[src/rtl/ake_pkg.sv]
// Shared types, constants and saturation helpers for the altitude estimator.
package ake_pkg;

  // Fixed 0.1 s covariance step in Q16.16
  localparam logic signed [31:0] STEP_FIXED = 32'sd6554;
  // Measurement noise ceiling, 1500.0 in Q16.16
  localparam logic [26:0] NOISE_MAX = 27'd98304000;
  // Integral bias limit, 100.0 in Q16.16
  localparam logic signed [32:0] BIAS_LIMIT = 33'sd6553600;
  // Divider iteration count: quotient bits of a Q16.16 numerator shifted by 16
  localparam logic [5:0] DIV_STEPS = 6'd48;

  // Configuration register indexes
  localparam logic [2:0] CFG_POS_NOISE = 3'd0;
  localparam logic [2:0] CFG_SPD_NOISE = 3'd1;
  localparam logic [2:0] CFG_INT_GAIN  = 3'd2;
  localparam logic [2:0] CFG_PROP_GAIN = 3'd3;

  // Datapath commands, one per sequencer step
  typedef enum logic [4:0] {
    OP_IDLE, OP_LOAD, OP_ACC, OP_M1, OP_M2, OP_M3, OP_W3, OP_M5, OP_M6, OP_W6,
    OP_DSTART, OP_DIV, OP_DFIN, OP_M7, OP_M8, OP_M9, OP_M10, OP_M11, OP_M12,
    OP_M13, OP_M14, OP_W14, OP_DONE
  } dp_op_e;

  // Datapath status back to the controller
  typedef struct packed {
    logic obs_valid;
    logic div_done;
  } dp_status_t;

  // Clamp a wide signed value into signed 32 bit
  function automatic logic signed [31:0] sat32(input logic signed [65:0] x);
    logic signed [31:0] r;
    if (x > 66'sd2147483647) begin
      r = 32'sh7fffffff;
    end else if (x < -66'sd2147483648) begin
      r = 32'sh80000000;
    end else begin
      r = x[31:0];
    end
    return r;
  endfunction

  // Scale a Q16.16 product back with a floor shift and saturate
  function automatic logic signed [31:0] mulq(input logic signed [63:0] p);
    logic signed [63:0] s;
    s = p >>> 16;
    return sat32(66'(s));
  endfunction

endpackage

[src/rtl/ake_ctrl.sv]
// Step sequencer for the estimator: walks one tick through the shared datapath.
module ake_ctrl
  import ake_pkg::*;
(
  input  logic       clk_i,
  input  logic       rst_ni,
  input  logic       in_valid_i,
  output logic       in_stall_o,
  output logic       out_valid_o,
  input  logic       out_stall_i,
  input  dp_status_t status_i,
  output dp_op_e     op_o
);

  typedef enum logic [4:0] {
    ST_IDLE, ST_ACC, ST_M1, ST_M2, ST_M3, ST_W3, ST_M5, ST_M6, ST_W6, ST_DSTART,
    ST_DIV, ST_DFIN, ST_M7, ST_M8, ST_M9, ST_M10, ST_M11, ST_M12, ST_M13, ST_M14,
    ST_W14, ST_DONE
  } state_e;

  state_e state_q, state_d;
  logic   out_valid_q, out_valid_d;
  logic   can_fin;

  // Finish only when the result register is free or being drained
  assign can_fin    = !out_valid_q || !out_stall_i;
  assign in_stall_o = (state_q != ST_IDLE);
  assign out_valid_o = out_valid_q;

  // Next state and datapath command
  always_comb begin
    state_d = state_q;
    op_o    = OP_IDLE;
    case (state_q)
      ST_IDLE: begin
        if (in_valid_i) begin
          op_o    = OP_LOAD;
          state_d = ST_ACC;
        end
      end
      ST_ACC:    begin op_o = OP_ACC;    state_d = ST_M1;  end
      ST_M1:     begin op_o = OP_M1;     state_d = ST_M2;  end
      ST_M2:     begin op_o = OP_M2;     state_d = ST_M3;  end
      ST_M3:     begin op_o = OP_M3;     state_d = ST_W3;  end
      ST_W3: begin
        op_o    = OP_W3;
        state_d = status_i.obs_valid ? ST_M5 : ST_DONE;
      end
      ST_M5:     begin op_o = OP_M5;     state_d = ST_M6;  end
      ST_M6:     begin op_o = OP_M6;     state_d = ST_W6;  end
      ST_W6:     begin op_o = OP_W6;     state_d = ST_DSTART; end
      ST_DSTART: begin op_o = OP_DSTART; state_d = ST_DIV; end
      ST_DIV: begin
        op_o = OP_DIV;
        if (status_i.div_done) begin
          state_d = ST_DFIN;
        end
      end
      ST_DFIN:   begin op_o = OP_DFIN;   state_d = ST_M7;  end
      ST_M7:     begin op_o = OP_M7;     state_d = ST_M8;  end
      ST_M8:     begin op_o = OP_M8;     state_d = ST_M9;  end
      ST_M9:     begin op_o = OP_M9;     state_d = ST_M10; end
      ST_M10:    begin op_o = OP_M10;    state_d = ST_M11; end
      ST_M11:    begin op_o = OP_M11;    state_d = ST_M12; end
      ST_M12:    begin op_o = OP_M12;    state_d = ST_M13; end
      ST_M13:    begin op_o = OP_M13;    state_d = ST_M14; end
      ST_M14:    begin op_o = OP_M14;    state_d = ST_W14; end
      ST_W14:    begin op_o = OP_W14;    state_d = ST_DONE; end
      ST_DONE: begin
        if (can_fin) begin
          op_o    = OP_DONE;
          state_d = ST_IDLE;
        end
      end
      default: state_d = ST_IDLE;
    endcase
  end

  // Result valid: set on finish, drop when the result is taken
  always_comb begin
    out_valid_d = out_valid_q;
    if (out_valid_q && !out_stall_i) begin
      out_valid_d = 1'b0;
    end
    if (state_q == ST_DONE && can_fin) begin
      out_valid_d = 1'b1;
    end
  end

  // Hold state and result valid
  always_ff @(posedge clk_i or negedge rst_ni) begin
    if (!rst_ni) begin
      state_q     <= ST_IDLE;
      out_valid_q <= 1'b0;
    end else begin
      state_q     <= state_d;
      out_valid_q <= out_valid_d;
    end
  end

endmodule

[config.mk]
export PLATFORM = sky130hd
export DESIGN_NAME = ake_ctrl
export DESIGN_NICKNAME = d
export VERILOG_FILES = /design/src/rtl/ake_pkg.sv /design/src/rtl/ake_ctrl.sv
export SDC_FILE = /design/constraint.sdc
export NUM_CORES = 1
export LEC_CHECK = 0
export BUFFER_PORTS_ARGS = -buffer_cell sky130_fd_sc_hd__buf_2
export CORE_AREA = 2 2 39 41
export DETAILED_ROUTE_END_ITERATION = 7
export DIE_AREA = 0 0 41 43
export GPL_TIMING_DRIVEN = 0
export HOLD_SLACK_MARGIN = 0.02
export PLACE_DENSITY = 0.7
export SLEW_MARGIN = 20
export SYNTH_ARGS = -nofsm -noshare
export SYNTH_HDL_FRONTEND = slang
export SYNTH_SLANG_ARGS = --single-unit
export TNS_END_PERCENT = 50
[constraint.sdc]
create_clock -name clk_i -period 2.7 [get_ports clk_i]
set_input_delay 0.135 -clock clk_i [delete_from_list [all_inputs] [get_ports clk_i]]
set_output_delay 0.135 -clock clk_i [all_outputs]
set_load 0.005 [all_outputs]
==> results.yml, run 1 <==
yosys:
  syn-cell-area_um2: 489
  synth_nets: 66
  synthFlopType: "dfrtp_1"
  synth_cell_types: 28
  synth_edf_count: 0
  synth_area_per_cell_um2: 8.15
  ys_seq_area_share_pct: 30.7
  syn_inst: 60
  postSynth.asyncResetShare_pct: 100
  yosys_warnings: 0
  ys_seq_elements: 6
cts:
  cts_buffers: 3
  clockBufferDepth: 2
  clk_pin_slew_worst_paths_ns: 0.04
  clock_latency_ns: 0.24
  htreeDepth: 1
  cts_tree: "done"
  post_cts_buffers: 0
  clock_sinks: 6
  cts-root-buf: "clkbuf_4"
timing:
  rsz0062_at_grt: "false"
  period_share_pct: 58.4
  maxSlewHeadroom_pct: 81.4
  tightestPinTransition_ns: 0.279
  whs_ns: 0.201
  period_minus_slack_ns: 1.58
  tns_ns: 0
  setup_viol: 0
  skew_ns: 0.00275
  fmax_mhz: 634
  maxSlewViolCount: 0
  hold_viol: 0
place:
  hpwl_um: 823
  globalplace.congestion: 0.825
  numPortBuffers: 12
critical_path:
  slowest_delay_ns: 0.36
  regToRegSetupSlack_ns: 1.48
  path_max_fanout: 9
  reg2reg_from: "state_q[0]"
  start_kind: "register"
  critPathRequiredTime_ns: 2.57
  crit_end: "op_o[0]"
  worstPathArrival_ns: 1.44
  crit_slowest_cell: "dfrtp_1"
  reg2reg_depth: 4
  crit_path_end_kind: "output port"
  critical_path.startpoint: "state_q[3]"
  crit_type: "register to output port"
  cp_cell_sequence: "buf_6 -> or2_2 -> nor4_1 -> a211oi_1 -> buf_2"
  rr_endpoint: "state_q[0]"
floorplan:
  design.die.area_um2: 1760
  boundaryPins: 13
  die_h_um: 43
  fp-row-count: 14
  die_w_um: 41
  start_util_pct: 35.4
  coreArea_um2: 1380
route:
  wl_um: 1120
  vias: 492
  post_drt_wl_per_cell_um: 12.2
  dr.pass1.iters: 4
  first_iter_violations: 16
  ant_nets: 0
  via_per_inst: 5.35
  route.detailed.drc: 0
power:
  power_density_nw_per_um2: 1320
  power.leakage_nw: 0.293
  peakVddDrop_mv: 0.542
final_layout:
  syn2layout_area_growth_pct: 23.0
  drive_gt1_share_pct: 35.5
  antenna_cells: 0
  nNetsFinal: 84
global_routing:
  grt_pass1_wl_um: 1750
  grt_pass1_vias: 406
  grt_overflow: 0
  grt_use_total_pct: 14.5
  grt_antenna_before_repair: 0
  grt_max_degree: 11
min_path:
  hold_class: "primary input to register"
  hold_depth: 3
  hold_start: "out_stall_i"
outcome:
  status: "complete, no violations"
run:
  drv_cap: 0
-- kinds of logic after synthesis --
family | Yosys count | share of synthesized area [%]
AOI/OAI and AO/OA | 18 | 27.1
and+or+nand+nor | 26 | 27.9
DFF | 6 | 30.7
xor gates and xnor gates | 2 | 3.58
buffers and inverters | 8 | 10.7
-- what timing repair did --
| item | in CTS | in global routing |
|---|---|---|
| gates resized for setup | 0 | 0 |
| hold buffers | 1 | 0 |
| endpoints found under the setup margin | 0 | 0 |
| hold endpoints to repair | 6 | 0 |
-- registers in the layout (all words and copies together), names as in the netlist --
signal and count:
state_q 5, out_valid_o 1
-- synthesized netlist by cell type (3+ instances only) --
| library cell | n | area share, % |
|---|---|---|
| a211oi_1 | 3 | 4.6 |
| nand3_1 | 4 | 4.1 |
| dfrtp_1 | 6 | 31 |
| nand2_1 | 7 | 5.4 |
| nor3_1 | 3 | 3.1 |
| nor2_1 | 5 | 3.8 |
| buf_2 | 3 | 3.1 |
-- cell type report --
cell class,instances,area (um^2)
Buffer,6,45.0
Clock buffer,3,22.5
Fill cell,154,782
Inverter,2,7.51
Multi-Input combinational cell,46,287
Sequential cell,6,150
Tap cell,16,20.0
Timing Repair Buffer,13,70.1
-- critical path, delay by kind of cell (launching register included) --
family          cells  cell delay, ns
buf+inv             2            0.26
compound gates      1            0.08
flops               1            0.36
simple gates        2            0.50
-- metrics by stage --
stage	setup slack (ns)	utilization [%]	instance area, um^2	power (mW)	std cells
6_report	1.12	43.5	602	0.793	92
5_1_grt	1.06	43.5	602	0.871	92
4_1_cts	1.10	43.5	602	0.799	92
3_5_place_dp	1.36	41.1	569	0.715	88
3_3_place_gp	1.37	41.1	569	0.708	88
2_1_floorplan	1.53	-	489	0.568	60
-- cell usage in the layout, fill, tap and decap left out, drive strengths merged --
master	instances
a211oi	3
a21o	2
a21oi	3
a221oi	1
a31o	2
a31oi	2
and3	1
and3b	1
buf	18
clkbuf	3
dfrtp	6
dlygate4sd3	1
inv	2
nand2	7
nand3	4
nand3b	1
nor2	5
nor3	3
nor3b	1
nor4	1
o211ai	1
o21a	1
o21ai	2
o22ai	1
or2	1
or3b	1
xnor2	2
-- power by group --
group | internal (mW) | leakage, nW | switching [mW] | total, mW
registers | 0.132 | 0.0747 | 0.0405 | 0.173
clock network | 0.0499 | 0.0138 | 0.0273 | 0.0772
logic | 0.252 | 0.204 | 0.291 | 0.542
-- routing by layer --
layer	routed length, um	up-vias	GRT usage, %
met5	0	-	0
met4	0	0	4.00
met3	79	0	6.28
met2	522	15	19.7
met1	520	224	20.5
li1	-	253	-
-- how the worst min path moves through the flow --
stage	to
floorplan	out_valid_o
global placement	state_q[1]
detailed placement	state_q[1]
CTS	out_valid_o
global route	out_valid_o
finish	out_valid_o
No activity file was read; power rests on OpenSTA's default activity.
==> run 2, diff against run 1 <==
==> constraint.sdc (replaced) <==
create_clock -name clk_i -period 1.5 [get_ports clk_i]
set_input_delay 0.075 -clock clk_i [delete_from_list [all_inputs] [get_ports clk_i]]
set_output_delay 0.075 -clock clk_i [all_outputs]
set_load 0.005 [all_outputs]
==> run 2 against run 1 <==
Effect of this change:
- routed wire length grew 5.6%
- critical endpoint unchanged
- design area is 4.2% higher
- critical path depth did not move
- global-route usage up 0.20 points
- via count increased by 2.2%
- utilization rose by 1.8 points
- die area did not move
- setup slack got worse by 1.1 ns
- register-to-register slack got worse by 1.2 ns
- combinational power is 90% higher
- non-clock buffer count did not move
- highest routed layer unchanged
- clock-buffer cell count unchanged
==> results.yml, run 2 (synthesis gave the netlist of run 1 again) <==
final_layout:
  most-common-layout-cells: "buf_2 (15), nand2_1 (7), nor2_1 (5), dfrtp_1 (5)"
  fill_cells: 153
  final_cell_area_um2: 627
  antenna_cells: 0
  largest_register_ffs: 5
  mostFrequentLayoutCell: "buf_2"
  drive_gt1_share_pct: 42.1
  top_register: "state_q"
  syn2layout_area_growth_pct: 28.1
  nNetsFinal: 84
  instances_no_fill: 92
critical_path:
  reg2reg_depth: 4
  cp_cell_sequence: "buf_6 -> or2_2 -> nor4_2 -> a211oi_1 -> buf_2"
  start_kind: "register"
  crit_slowest_cell: "dfrtp_1"
  crit_type: "register to output port"
  slowest_delay_ns: 0.36
  worstPathArrival_ns: 1.40
  critPathRequiredTime_ns: 1.42
  crit_path_end_kind: "output port"
  regToRegSetupSlack_ns: 0.26
  path_max_fanout: 9
cts:
  clock_sinks: 6
  cts-root-buf: "clkbuf_4"
  clock_latency_ns: 0.24
  clockBufferDepth: 2
  cts_buffers: 3
  htreeDepth: 1
  clk_pin_slew_worst_paths_ns: 0.04
  cts_tree: "done"
floorplan:
  boundaryPins: 13
  die_h_um: 43
  coreArea_um2: 1380
  fp-row-count: 14
  design.die.area_um2: 1760
  die_w_um: 41
  start_util_pct: 35.4
place:
  place_area_um2: 569
  numPortBuffers: 12
  globalplace.congestion: 0.825
  hpwl_um: 823
  place_inst: 88
route:
  first_iter_violations: 11
  via_per_inst: 5.47
  dr.pass1.iters: 4
  wl_um: 1190
  route.detailed.drc: 0
  vias: 503
  post_drt_wl_per_cell_um: 12.9
  ant_nets: 0
timing:
  maxSlewHeadroom_pct: 83.9
  rsz0062_at_grt: "true"
  hold_viol: 0
  setup_viol: 0
  period_share_pct: 98.4
  tightestPinTransition_ns: 0.239
  maxSlewViolCount: 0
  fmax_mhz: 677
  skew_ns: 0.00263
  period_minus_slack_ns: 1.48
min_path:
  hold_class: "primary input to register"
  hold_depth: 3
global_routing:
  grt_use_total_pct: 14.7
  grt_antenna_before_repair: 0
  grt_pass1_wl_um: 1770
  grt_pass1_vias: 418
  grt_max_degree: 11
  grt_overflow: 0
power:
  power.leakage_nw: 0.301
  p_total_mw: 1.49
  peakVddDrop_mv: 1.00
  power_density_nw_per_um2: 2370
run:
  drv_cap: 0
outcome:
  status: "complete, no violations"
## run 2: path summary, 6_finish.rpt
check                              end        start
max                            op_o[0]   state_q[3]
min                        out_valid_o  out_stall_i
max reg2reg                 state_q[0]   state_q[0]
min reg2reg                 state_q[1]   state_q[2]
max in group asynchronous   state_q[1]       rst_ni
min in group asynchronous   state_q[4]       rst_ni
## run 2: final cells by class
type,count,area [um^2],area share [%]
tap,16,20.0,3.19
clock buffer,3,22.5,3.59
sequential,6,151,24.2
multi-input combinational,46,310,49.5
timing repair buffer,13,70.1,11.2
buffer,6,45.0,7.19
inverter,2,7.51,1.20
## run 2: power breakdown
| group | leakage [nW] | internal (mW) | switching (mW) |
|---|---|---|---|
| Clock | 0.0138 | 0.0899 | 0.0491 |
| Combinational | 0.213 | 0.473 | 0.553 |
| Sequential | 0.0737 | 0.242 | 0.0801 |
| Total | 0.301 | 0.805 | 0.682 |
## run 2: critical path: cells and delay by family (launching register included)
| kind | cells | cell delay, ns |
|---|---|---|
| buf+inv | 2 | 0.26 |
| simple gates | 2 | 0.47 |
| flops | 1 | 0.36 |
| compound gates | 1 | 0.07 |
## run 2: per-layer routing
layer | GRT usage [%] | wire length, um
met1 | 20.5 | 556
met2 | 20.3 | 554
met3 | 6.28 | 74
met5 | 0 | 0
met4 | 4.00 | 0
## run 2: stage by stage
stage	hold WS (ns)	worst slack, ns	TNS [ns]	util (%)
2_1_floorplan	-0.221	0.333	0	-
3_3_place_gp	-0.0997	0.233	0	41.1
3_5_place_dp	-0.0966	0.220	0	41.1
4_1_cts	0.126	-0.00207	-0.00207	44.0
5_1_grt	0.164	-0.0376	-0.0376	45.3
6_report	0.142	0.0233	0	45.3
## run 2: repair_timing
item                       CTS  global route
setup buffers                0             0
hold endpoints to repair     6             0
resized for setup            2             3
setup endpoints to repair    1             3
pin swaps                    0             1
hold buffers                 1             0
==> run 3, diff against run 2 <==
--- a/config.mk
+++ b/config.mk
@@ -5,7 +5,7 @@
 export SDC_FILE = /design/constraint.sdc
 export NUM_CORES = 1
 export LEC_CHECK = 0
-export BUFFER_PORTS_ARGS = -buffer_cell sky130_fd_sc_hd__buf_2
+export BUFFER_PORTS_ARGS = -buffer_cell sky130_fd_sc_hd__buf_4
 export CORE_AREA = 2 2 39 41
 export DETAILED_ROUTE_END_ITERATION = 7
 export DIE_AREA = 0 0 41 43
==> run 3 against run 2 <==
Effect of this change:
- combinational power rose by 9%
- register-to-register slack is essentially flat
- maximum frequency is 2.3% higher
- via count increased by 6.8%
- hold slack worse by 0.022 ns
- clock skew barely moved
==> results.yml, run 3 (synthesis gave the netlist of run 1 again) <==
final_layout:
  drive_gt1_share_pct: 40.3
  final_cell_area_um2: 653
  mostFrequentLayoutCell: "buf_4"
  largest_register_ffs: 5
  most-common-layout-cells: "buf_4 (14), nand2_1 (7), nor2_1 (5), dfrtp_1 (5), nand3_1 (4)"
  nNetsFinal: 85
  top_register: "state_q"
  antenna_cells: 0
  syn2layout_area_growth_pct: 33.5
  fill_cells: 137
timing:
  setup_viol: 0
  maxSlewViolCount: 0
  tightestPinTransition_ns: 0.232
  period_share_pct: 96.2
  setup_slack_ns: 0.0565
  rsz0062_at_grt: "true"
  maxSlewHeadroom_pct: 84.4
  hold_viol: 0
  period_minus_slack_ns: 1.44
  skew_ns: 0.00244
  whs_ns: 0.121
  fmax_mhz: 693
floorplan:
  start_util_pct: 35.4
  design.die.area_um2: 1760
  die_h_um: 43
  fp-row-count: 14
  boundaryPins: 13
  die_w_um: 41
  coreArea_um2: 1380
critical_path:
  slowest_delay_ns: 0.36
  crit_top_cell: "buf_4"
  cp_top_family: "flip-flops"
  rr_endpoint: "state_q[0]"
  worstPathArrival_ns: 1.37
  crit_type: "register to output port"
  critPathRequiredTime_ns: 1.42
  reg2reg_depth: 4
  cp_num_buf_inv: 2
  path_max_fanout: 10
  crit_slowest_cell: "dfrtp_1"
  start_kind: "register"
  reg2reg_from: "state_q[0]"
  crit_path_end_kind: "output port"
  regToRegSetupSlack_ns: 0.27
  cp_cell_sequence: "buf_4 -> nand3_1 -> nor3_1 -> a31o_2 -> buf_4"
  critical_path.startpoint: "state_q[2]"
power:
  power_density_nw_per_um2: 2400
  p_total_mw: 1.57
  p_switching_mw: 0.684
  p_int_mw: 0.884
  combPwrFrac_pct: 71.2
  clock_power_share_pct: 8.9
  pwr-share-seq_pct: 19.9
  power.leakage_nw: 0.304
  swShare_pct: 43.6
  peakVddDrop_mv: 1.00
cts:
  cts_tree: "done"
  clk_pin_slew_worst_paths_ns: 0.04
  clock_latency_ns: 0.24
  clock_sinks: 6
  cts-root-buf: "clkbuf_4"
  htreeDepth: 1
  clockBufferDepth: 2
  cts_buffers: 3
min_path:
  hold_start: "out_stall_i"
  hold_depth: 3
  min_to: "out_valid_o"
  hold_class: "primary input to register"
route:
  wl_um: 1230
  first_iter_violations: 20
  route.detailed.drc: 0
  dr.pass1.iters: 4
  vias: 537
  post_drt_wl_per_cell_um: 13.2
  ant_nets: 0
  via_per_inst: 5.77
place:
  place_area_um2: 599
  globalplace.congestion: 0.878
  numPortBuffers: 12
  hpwl_um: 830
  pre_cts_slack_ns: 0.206
global_routing:
  grt_overflow: 0
  grt_pass1_wl_um: 1840
  grt_pass1_vias: 441
  grt_max_degree: 11
  grt_use_total_pct: 15.3
  grt_antenna_before_repair: 0
outcome:
  status: "complete, no violations"
run:
  drv_cap: 0
-- run 3: how the worst max path moves through the flow --
stage / slack (ns) / endpoint / cells after the start
floorplan: 0.33 / state_q[1] / 4
global placement: 0.22 / op_o[0] / 5
detailed placement: 0.21 / op_o[0] / 5
CTS: 0.05 / op_o[0] / 5
global route: -0.04 / op_o[4] / 5
finish: 0.06 / op_o[4] / 5
-- run 3: timing repair --
action / 4_1_cts / 5_1_grt
cloned: 0 / 0
setup buffers: 0 / 1
endpoints found under the setup margin: 2 / 4
hold buffers: 1 / 0
gates resized for setup: 3 / 1
endpoints found under the hold margin: 6 / 0
-- run 3: metrics by stage --
step	std cells	util, %	TNS, ns
after floorplan	60	-	0
after detailed placement	88	43.3	0
after global routing	93	47.2	-0.0922
after CTS	92	46.4	0
after global placement	88	43.3	0
final	93	47.2	0
-- run 3: power groups by stage --
stage	Sequential [mW]	Clock (mW)	Combinational (mW)
2_1_floorplan	0.294	0	0.729
6_report	0.313	0.140	1.12
3_3_place_gp	0.311	0	1.04
3_5_place_dp	0.313	0	1.05
5_1_grt	0.319	0.161	1.22
4_1_cts	0.316	0.151	1.07
-- run 3: worst register-to-register path: stages (launching register included) --
cell,delay [ns]
dfrtp_1,0.41
buf_2,0.21
nor3_1,0.22
o21a_1,0.19
o22ai_1,0.08
-- run 3: per-layer routing --
metal | up-vias | share of wire (%) | GRT usage, %
met1 | 255 | 43 | 19.2
met4 | 0 | 2.0 | 4.00
li1 | 253 | - | -
met2 | 25 | 47 | 23.4
met3 | 4 | 7.1 | 6.28
met5 | - | 0 | 0
-- run 3: area by class of cell --
type / count / area [um^2] / area share (%)
plain buffers: 6 / 45.0 / 6.90
clock buffers: 3 / 22.5 / 3.45
inverters: 2 / 11.3 / 1.72
multi-input cells: 46 / 295 / 45.2
flip-flops and latches: 6 / 151 / 23.2
well taps: 16 / 20.0 / 3.07
repair buffers: 14 / 108 / 16.5
